### config.mk
export PLATFORM = sky130hd
export DESIGN_NAME = sorted_descending_table_with_sums
export DESIGN_NICKNAME = d
export VERILOG_FILES = /design/src/sv/sdts_pkg.sv /design/src/sv/sdts_cell.sv /design/src/sv/sorted_descending_table_with_sums.sv
export SDC_FILE = /design/constraint.sdc
export NUM_CORES = 2
export LEC_CHECK = 0
export BUFFER_PORTS_ARGS = -buffer_cell sky130_fd_sc_hd__buf_4
export CAP_MARGIN = 5
export CORE_UTILIZATION = 40
export DETAILED_ROUTE_END_ITERATION = 7
export SLEW_MARGIN = 15
export SYNTH_ARGS = -nofsm -noshare
export SYNTH_HDL_FRONTEND = slang
export SYNTH_SLANG_ARGS = --single-unit
### constraint.sdc
create_clock -name clk_i -period 6.2 [get_ports clk_i]
set_input_delay 0.62 -clock clk_i [delete_from_list [all_inputs] [get_ports clk_i]]
set_output_delay 0.62 -clock clk_i [all_outputs]
set_load 0.1 [all_outputs]
### src/sv/sdts_pkg.sv
// ----------------------------------------------------------------------------
// sdts_pkg: shared types and constants
// beat layouts, opcodes, status codes and sizes for the sorted table
// ----------------------------------------------------------------------------
package sdts_pkg;

  localparam int unsigned TABLE_DEPTH = 32;
  localparam int unsigned VAL_W       = 31;
  localparam int unsigned SUM_W       = 36;
  localparam int unsigned CNT_W       = $clog2(TABLE_DEPTH + 1);
  localparam int unsigned IDX_W       = $clog2(TABLE_DEPTH);

  typedef enum logic [1:0] {
    OP_INSERT = 2'd0,
    OP_TOTAL  = 2'd1,
    OP_PARITY = 2'd2,
    OP_DUMP   = 2'd3
  } opcode_e;

  typedef enum logic [1:0] {
    STAT_OK    = 2'd0,
    STAT_FULL  = 2'd1,
    STAT_EMPTY = 2'd2
  } status_e;

  typedef enum logic {
    S_IDLE = 1'b0,
    S_DUMP = 1'b1
  } state_e;

  typedef struct packed {
    opcode_e            opcode;
    logic [VAL_W-1:0]   new_value;
    logic               parity_select;
  } in_beat_t;

  typedef struct packed {
    logic [SUM_W-1:0]   result_value;
    status_e            status;
    logic               last_flag;
  } out_beat_t;

  // control broadcast to every cell
  typedef struct packed {
    logic               insert;
    logic               shift;
    logic [VAL_W-1:0]   new_value;
  } cell_ctl_t;

endpackage

### src/sv/sdts_cell.sv
// ----------------------------------------------------------------------------
// sdts_cell: one slot of the sorted table
// compares against the insert value and takes its own, the neighbor's or the
// new value on insert; rotates toward the head during a dump
// ----------------------------------------------------------------------------
module sdts_cell (
  input  logic                      clk_i,
  input  sdts_pkg::cell_ctl_t       ctl_i,
  input  logic                      occupied_i,
  input  logic                      is_tail_i,
  input  logic                      prev_gt_i,
  input  logic [sdts_pkg::VAL_W-1:0] prev_val_i,
  input  logic [sdts_pkg::VAL_W-1:0] next_val_i,
  input  logic [sdts_pkg::VAL_W-1:0] head_val_i,
  output logic                      gt_o,
  output logic [sdts_pkg::VAL_W-1:0] val_o
);

  logic [sdts_pkg::VAL_W-1:0] val_q, val_d;

  // stored entry strictly above the incoming value
  assign gt_o  = occupied_i && (val_q > ctl_i.new_value);
  assign val_o = val_q;

  always_comb begin
    val_d = val_q;
    if (ctl_i.insert) begin
      if (!gt_o) begin
        val_d = prev_gt_i ? ctl_i.new_value : prev_val_i;
      end
    end else if (ctl_i.shift) begin
      val_d = is_tail_i ? head_val_i : next_val_i;
    end
  end

  always_ff @(posedge clk_i) begin
    val_q <= val_d;
  end

endmodule

### src/sv/sorted_descending_table_with_sums.sv
// ----------------------------------------------------------------------------
// sorted_descending_table_with_sums: descending table with running sums
// a chain of cells keeps the entries in order; sums and dump sequencing here
// ----------------------------------------------------------------------------
// result: registered in the cycle after an accepted beat; dump entries from S_DUMP
// insert and sums: one beat per cycle while the output is taken
// dump: one entry per cycle out of the head cell while the output is taken, input
//   stalled from the dump beat until the final entry is loaded
// reset: clears entry count, sums, sequencer and output valid; cells hold
//   unwritten data until inserts fill them
module sorted_descending_table_with_sums (
  input  logic                 clk_i,
  input  logic                 rst_ni,
  input  logic                 in_valid_i,
  output logic                 in_stall_o,
  input  sdts_pkg::in_beat_t   in_data_i,
  output logic                 out_valid_o,
  input  logic                 out_stall_i,
  output sdts_pkg::out_beat_t  out_data_o
);

  localparam int unsigned D = sdts_pkg::TABLE_DEPTH;

  // control state
  sdts_pkg::state_e             state_q, state_d;
  logic [sdts_pkg::CNT_W-1:0]   count_q, count_d;
  logic [sdts_pkg::IDX_W-1:0]   idx_q, idx_d;
  logic [sdts_pkg::SUM_W-1:0]   even_sum_q, even_sum_d;
  logic [sdts_pkg::SUM_W-1:0]   odd_sum_q, odd_sum_d;
  logic                         out_valid_q, out_valid_d;
  sdts_pkg::out_beat_t          out_q, out_d;

  // cell chain wiring
  sdts_pkg::cell_ctl_t          ctl;
  logic [D-1:0]                 gt;
  logic [sdts_pkg::VAL_W-1:0]   val [D];

  logic out_free;
  logic accept;
  logic full;
  logic dump_last;
  logic [sdts_pkg::SUM_W-1:0]   new_ext;

  assign out_free   = !out_valid_q || !out_stall_i;
  assign in_stall_o = (state_q != sdts_pkg::S_IDLE) || !out_free;
  assign accept     = in_valid_i && !in_stall_o;
  assign full       = (count_q == sdts_pkg::CNT_W'(D));
  assign new_ext    = sdts_pkg::SUM_W'(in_data_i.new_value);
  // head entry is the final one of the dump when idx reaches count - 1
  assign dump_last  = ((sdts_pkg::CNT_W'(idx_q) + sdts_pkg::CNT_W'(1)) == count_q);

  assign ctl.insert    = accept && (in_data_i.opcode == sdts_pkg::OP_INSERT) && !full;
  assign ctl.shift     = (state_q == sdts_pkg::S_DUMP) && out_free;
  assign ctl.new_value = in_data_i.new_value;

  // chain: insert flows from head to tail, dump rotates toward the head
  for (genvar i = 0; i < D; i++) begin : g_cell
    logic                       prev_gt;
    logic [sdts_pkg::VAL_W-1:0] prev_val;
    logic [sdts_pkg::VAL_W-1:0] next_val;

    if (i == 0) begin : g_head
      assign prev_gt  = 1'b1;
      assign prev_val = in_data_i.new_value;
    end else begin : g_body
      assign prev_gt  = gt[i-1];
      assign prev_val = val[i-1];
    end

    if (i == D - 1) begin : g_tail
      assign next_val = val[0];
    end else begin : g_next
      assign next_val = val[i+1];
    end

    sdts_cell u_cell (
      .clk_i      (clk_i),
      .ctl_i      (ctl),
      .occupied_i (sdts_pkg::CNT_W'(i) < count_q),
      .is_tail_i  ((sdts_pkg::CNT_W'(i) + sdts_pkg::CNT_W'(1)) == count_q),
      .prev_gt_i  (prev_gt),
      .prev_val_i (prev_val),
      .next_val_i (next_val),
      .head_val_i (val[0]),
      .gt_o       (gt[i]),
      .val_o      (val[i])
    );
  end

  // sequencer, sums and output register
  always_comb begin
    state_d     = state_q;
    count_d     = count_q;
    idx_d       = idx_q;
    even_sum_d  = even_sum_q;
    odd_sum_d   = odd_sum_q;
    out_valid_d = out_valid_q;
    out_d       = out_q;

    // result taken, slot empties unless refilled below
    if (out_free) begin
      out_valid_d = 1'b0;
    end

    if (accept) begin
      out_d.result_value = '0;
      out_d.status       = sdts_pkg::STAT_OK;
      out_d.last_flag    = 1'b1;
      out_valid_d        = 1'b1;
      case (in_data_i.opcode)
        sdts_pkg::OP_INSERT: begin
          if (full) begin
            out_d.status = sdts_pkg::STAT_FULL;
          end else begin
            count_d = count_q + sdts_pkg::CNT_W'(1);
            if (in_data_i.new_value[0]) begin
              odd_sum_d = odd_sum_q + new_ext;
            end else begin
              even_sum_d = even_sum_q + new_ext;
            end
          end
        end
        sdts_pkg::OP_TOTAL: begin
          out_d.result_value = even_sum_q + odd_sum_q;
        end
        sdts_pkg::OP_PARITY: begin
          out_d.result_value = in_data_i.parity_select ? even_sum_q : odd_sum_q;
        end
        sdts_pkg::OP_DUMP: begin
          if (count_q == '0) begin
            out_d.status = sdts_pkg::STAT_EMPTY;
          end else begin
            // entries stream from the dump state
            out_valid_d = 1'b0;
            idx_d       = '0;
            state_d     = sdts_pkg::S_DUMP;
          end
        end
        default: begin
          out_valid_d = 1'b0;
        end
      endcase
    end else if (ctl.shift) begin
      out_valid_d        = 1'b1;
      out_d.result_value = sdts_pkg::SUM_W'(val[0]);
      out_d.status       = sdts_pkg::STAT_OK;
      out_d.last_flag    = dump_last;
      idx_d              = idx_q + sdts_pkg::IDX_W'(1);
      if (dump_last) begin
        state_d = sdts_pkg::S_IDLE;
      end
    end
  end

  always_ff @(posedge clk_i or negedge rst_ni) begin
    if (!rst_ni) begin
      state_q     <= sdts_pkg::S_IDLE;
      count_q     <= '0;
      idx_q       <= '0;
      even_sum_q  <= '0;
      odd_sum_q   <= '0;
      out_valid_q <= 1'b0;
    end else begin
      state_q     <= state_d;
      count_q     <= count_d;
      idx_q       <= idx_d;
      even_sum_q  <= even_sum_d;
      odd_sum_q   <= odd_sum_d;
      out_valid_q <= out_valid_d;
    end
  end

  // payload register, no reset
  always_ff @(posedge clk_i) begin
    out_q <= out_d;
  end

  assign out_valid_o = out_valid_q;
  assign out_data_o  = out_q;

endmodule

; ---- After elaboration in Yosys (flattened, before gate mapping)
; Index checks and enable logic that the tools add are counted.
[word_totals]
elab_cells = 449
rom_bits = 0
inputBits = 38
mem_bits_rw = 0
latchBits = 0
output_inout_bits = 41
reg_bits = 1116
mem_count = 0
[classes]
n_lt_le_gt_ge = 64
add_sub_neg = 6
shifts = 0
bitwise_logic = 2
div_mod_pow = 0
eq_ne = 71
n_reduce_logical = 86
n_mux = 179
mul = 0
[op_table]
columns = operator, count
row1 = 2-to-1 mux 31 bit, 158
row2 = greater-than comparator 31 bit, 32
row3 = equality test 5 x 6 -> 1 bit (first input constant), 16
row4 = less-than comparator 5 x 6 -> 1 bit (first input constant), 16
row5 = 2-to-1 mux 39 bit, 2
row6 = adder 36 x 31 -> 36 bit, 2
row7 = case mux 36 bit (2 select lines), 1
row8 = != test 2 bit (second input constant), 34
row9 = AND reduction 2 bit, 31
row10 = equality test 4 x 6 -> 1 bit (first input constant), 8
row11 = less-than comparator 4 x 6 -> 1 bit (first input constant), 8
row12 = adder 36 bit, 1
row13 = logical AND 1 bit, 36
row14 = 2-to-1 mux 36 bit, 1
row15 = equality test 3 x 6 -> 1 bit (first input constant), 4
row16 = less-than comparator 3 x 6 -> 1 bit (first input constant), 4
row17 = 2-to-1 mux 5 bit, 4
row18 = equality test 2 x 6 -> 1 bit (first input constant), 2
row19 = less-than comparator 1 x 6 -> 1 bit (first input constant), 2
row20 = less-than comparator 2 x 6 -> 1 bit (first input constant), 2
row21 = AND reduction 4 bit, 3
row22 = 2-to-1 mux 1 bit, 11
row23 = AND reduction 3 bit, 3
row24 = adder 5 x 1 -> 6 bit (second input constant), 1
row25 = 17 further kinds, 26

; ---- Longest topological paths before layout
[depth]
ltp_word = 10
mapped_depth = 15
depth_no_buf = 12

; ---- By module
; A second synthesis with hierarchy kept.
[unflattened]
cells_unflattened = 10513
hier_area_um2 = 97926.4
[by_module_without_submodules]
columns = mod, area_per_inst_um2, seq_area_each_um2, cells_each, n_inst
row1 = sdts_cell, 2711.4, 930.9, 287, 32
row2 = sorted_descending_table_with_sums, 11163.2, 3288.2, 1329, 1

; ---- Worst setup path after synthesis
; OpenSTA, ideal clock, no wires.
[synth_timing]
kind = in2reg
startpoint = in in_data_i[2] (netlist name)
endpoint = reg g_cell[16].u_cell.val_q (netlist bit g_cell[16].u_cell.val_o[0]) (enable)
path_stages = 14
slack_ns = -0.082
t_arrival_ns = 5.820
setup_time_ns = 0.462
path_cell_list = clkbuf_1 > clkbuf_1 > inv_1 > ha_1 > nor2b_1 > o21a_1 > o21a_1 > o21bai_1 > a21oi_1 > or3b_1 > o211a_1 > clkbuf_1 > buf_2 > o21ai_0
[synth_between]
elab_chain_cells = 4
[synth_lines]
columns = element, line
row1 = from (decl), sorted_descending_table_with_sums.sv:16  ; input sdts_pkg::in_beat_t in_data_i,
row2 = greater-than comparator 31 bit, sdts_cell.sv:22  ; assign gt_o = occupied_i && (val_q > ctl_i.new_value);
row3 = logical AND 1 bit, sdts_cell.sv:22
row4 = != test 2 bit (no source line), -
row5 = AND reduction 2 bit (no source line), -
row6 = to (signal assigned), sdts_cell.sv:37  ; val_q <= val_d;
row7 = to (decl), sdts_cell.sv:19  ; logic [sdts_pkg::VAL_W-1:0] val_q, val_d;
; Every way passes these cells.
; A chain may end at the register's enable or synchronous reset.

; ---- Final worst setup path
[layout_timing]
startpoint = reg count_q[0] (netlist name)
endpoint = reg g_cell[24].u_cell.val_q (netlist bit g_cell[24].u_cell.val_o[27]) (data pin)
[layout_between]
elab_chain_cells = 5
[layout_lines]
columns = element, line
row1 = from (decl), sorted_descending_table_with_sums.sv:26  ; logic [sdts_pkg::CNT_W-1:0] count_q, count_d;
row2 = from (signal assigned), sorted_descending_table_with_sums.sv:165  ; count_q <= count_d;
row3 = less-than comparator 5 x 6 -> 1 bit, sorted_descending_table_with_sums.sv:79  ; .occupied_i (sdts_pkg::CNT_W'(i) < count_q),
row4 = logical AND 1 bit, sdts_cell.sv:22
row5 = 2-to-1 mux 31 bit, sdts_cell.sv:29  ; val_d = prev_gt_i ? ctl_i.new_value : prev_val_i;
row6 = 2-to-1 mux 31 bit, sdts_cell.sv:28  ; if (!gt_o) begin
row7 = 2-to-1 mux 31 bit *, sdts_cell.sv:27  ; if (ctl_i.insert) begin
row8 = via g_cell[24].u_cell.val_d (one bit), sdts_cell.sv:19
row9 = to (signal assigned), sdts_cell.sv:37
row10 = to (decl), sdts_cell.sv:19
; The timed path passes the listed nets; every way through them passes the cells marked *. The select of a mux whose other input is x is not followed.

==> impl_metrics.tcl <==
set metrics [dict create \
    run_status "complete, no violations" \
    dpl_worst_slack_ps 1250 \
    clock_period_minus_worst_slack_ps 4890 \
    synthesis.nets 10700 \
    post_synth_xor_area_fraction 0.00945 \
    post_synth_and_or_nand_nor_area_fraction 0.131 \
    layout.area.seq_mm2 0.0331 \
    antenna_found_initial 3 \
    finalSetupTns_ps 0 \
    dr.pass1.iters 8 \
    setup_slack_after_layout_ps 1310 \
    number_of_enable_flip_flop_cells_after_synthesis 1030 \
    insertion_delay_ps 820 \
    drt.antenna.violating_nets 0 \
    cell_internal_pwr_uw 24300 \
    final_hpwl_dp_mm 270 \
    gp_congestion 0.978 \
    combinational_family_with_the_most_area_after_synthesis "compound AO/OA/AOI/OAI gates" \
    floorplan.initialDensity 0.404 \
    path_max_fanout 32 \
    synthesis.area_mm2 0.0899 \
    die_ht_um 476 \
    postSynth.topFlopCell "edfxtp_1" \
    drt_drc_violations_left 0 \
    power_density_mw_per_mm2 447 \
    finalCritPeriodShare 0.789 \
    post_synth_main_area_contributors "edfxtp_1 34%, ha_1 15%, mux2i_1 7.2%" \
    post-synth-top-area-fraction 0.344 \
    grt_setup_unrepaired "no" \
    finalNetCount 10500 \
    areaGrowthSynthToFinish_pct 10.1 \
    timing.max_cap.violations 0 \
    die_w_um 476 \
    p_leak_uw 0.0415 \
    worst_setup_hold_path_clk_slew_ps 60 \
    timing.max_slew.rel_slack 0.127 \
    synth_adder_area_share 0.153 \
    design.die.area_mm2 0.227 \
    ys_seq_elements 1116 \
    report.final.hold_viol_count 0 \
    fmax_mhz 204 \
    worstPathRequired_ps 6710 \
    max_slew.worst_pin.slew_ps 1310 \
    cts_tree "yes" \
    part_of_the_power_in_the_clock_network 0.184 \
    async_reset_ff_frac 0.0762 \
    netSwitchingFraction 0.450 \
    crit_arrival_ps 5400 \
    via_count 81600 \
    clock_tree.root_cell "clkbuf_16" \
    combPwrFrac 0.474 \
    post_synth_inst_count 9541 \
    synth.area.mux_share 0.0731 \
    vdd_drop_max_mv 0.302 \
    grt_start_max_net_pins 148 \
    vias_in_the_first_global_route 78400 \
    synth.yosys.seq_area_share 0.368 \
    routed_wl_mm 366 \
    num_rows 173 \
    synth_largest_area_cell "edfxtp_1" \
    clock_tree.htree_level_count 4 \
    finalSetupViolations 0 \
    cts.path.max_buffers 3 \
    p_total_uw 44300 \
    grt_usage 0.315 \
    synth.top_cells.by_count "1,097 x ha_1, 1,030 x edfxtp_1, 877 x a21oi_1" \
    placeableCoreArea_mm2 0.223 \
    compound_gate_fraction_of_synth_area 0.225 \
    final.setup_skew_ps 27.3 \
    cts_setup_buffers 0 \
    total_switching_power_uw 19900 \
    overflow 0 \
    yosys.cell_count.top_type "ha_1" \
    fill_cell_total_of_the_finished_layout 21100 \
    placement.io_buffers 78 \
    synth.distinct_cells 82 \
    endpoint_kind "flop" \
    seqPwrFrac 0.342 \
    wl_per_cell_um 29.5 \
    syn_avg_cell_area_um2 9.42 \
    synth-warning-count 0 \
    setup.reg_to_reg.worst_slack_ps 1310 \
    clkSinkCount 1116 \
    detail_route.iter0.violations 9976 \
    startpoint_type "flop" \
    maxSlewViolCount 0 \
    drt-vias-per-instance 6.58 \
    holdCritPathClass "in -> reg" \
    cts-buffers-inserted 141 \
    multi_input_area_mm2 0.0539 \
    timing.setup.critical_path_class "reg -> reg" \
    layout-drive-gt1-share 0.0780 \
    design.portCount 79 \
    grt_first_pass_wirelength_mm 532 \
]
-- routing by layer --
metal / wire (um) / GRT usage / part of all wire
met3: 33500 / 0.0488 / 0.091
met4: 25000 / 0.194 / 0.068
met1: 147000 / 0.412 / 0.40
met5: 58 / 0 / 0.00016
met2: 161000 / 0.488 / 0.44
-- state kept, by name, indices dropped and copies added (netlist names) --
register,cells
idx_q,5
count_q,6
g_cell.u_cell.val_o,992
even_sum_q,36
odd_sum_q,36
out_data_o,39
state_q,1
out_valid_o,1
-- critical path, stage by stage, from the launching register on --
cell      delay (ps)
dfrtp_1          700
inv_1            190
ha_1             500
nand4b_1         520
nand3_4          740
buf_12           470
nor2_1           930
buf_4            360
a221oi_1         120
-- kinds of logic (layout without fill, tap and decap cells) --
group | Yosys count | in the layout
compound gates | 3143 | 3143
other cells | 0 | 3
flops | 1116 | 1116
buf+inv | 919 | 802
fa+ha+maj | 1100 | 1100
xor+xnor | 97 | 97
simple gates | 2511 | 2511
mux | 655 | 655
-- timing repair --
item	CTS	global route
endpoints found under the hold margin	32	0
hold buffers	2	0
gates resized for setup	0	0
-- layout by cell type, fill, tap and decap left out, types with 18 or more instances in the layout --
cell type	synthesis	final
xor2_1	52	52
a21oi_1	877	870
nor2_1	500	492
buf_12	0	27
inv_2	0	30
o21a_1	44	44
nand4_1	227	227
clkinv_2	0	18
a21o_1	459	459
o21bai_1	30	30
o21ai_4	0	26
a221oi_1	439	439
clkbuf_1	648	40
xnor2_1	45	45
buf_4	17	372
inv_1	132	102
edfxtp_1	1030	1030
ha_1	1097	1097
mux2i_1	642	642
o21ai_0	801	781
and3_1	24	21
a211oi_1	262	261
nand2_1	798	788
nand2b_1	22	20
o22ai_1	24	24
nor2b_1	299	298
dfrtp_1	85	85
o221ai_1	49	49
clkbuf_16	0	147
nor4_1	22	22
nor3_1	446	446
nand3_1	119	113
clkinv_1	19	46
a31oi_1	27	26
-- final cells by class --
type	count	share of cell area
multi-input cells	7506	0.545
flip-flops and latches	1116	0.334
clock buffers	190	0.0391
well taps	2975	0.0376
repair buffers	402	0.0340
inverters	151	0.00573
clock inverters	59	0.00459
diodes	3	0.0000759
-- per-stage QoR --
step                std cells  hold WS [ps]  area [um^2]  utilization
finish                  12400          62.7        98900        0.444
CTS                     12400          19.6        98900        0.444
detailed placement      12100           485        94600        0.425
global placement        12100           469        94600        0.425
global route            12400          64.3        98900        0.444
floorplan                9541           324        89900            -
-- power by group through the flow --
stage	Clock (uW)	Combinational (uW)	Sequential (uW)
after floorplan	0	13000	14800
after global placement	0	19800	15100
after detailed placement	0	20300	15100
after CTS	8220	20400	15000
after global routing	8480	22700	15400
final	8160	21000	15100
-- worst paths after layout --
kind	endpoint	depth (start not counted)	startpoint
setup / recovery	g_cell[24].u_cell.val_o[27]$_DFFE_PP_	8	count_q[0]$_DFFE_PN0P_
hold / removal	out_valid_o$_DFFE_PN0P_	3	out_stall_i
setup reg to reg	g_cell[24].u_cell.val_o[27]$_DFFE_PP_	8	count_q[0]$_DFFE_PN0P_
hold reg to reg	out_data_o[0]$_SDFFE_PP1P_	2	out_data_o[0]$_SDFFE_PP1P_
max in group asynchronous	count_q[5]$_DFFE_PN0P_	3	rst_ni
min in group asynchronous	odd_sum_q[20]$_DFFE_PN0P_	2	rst_ni
No activity file was read; power rests on OpenSTA's default activity.
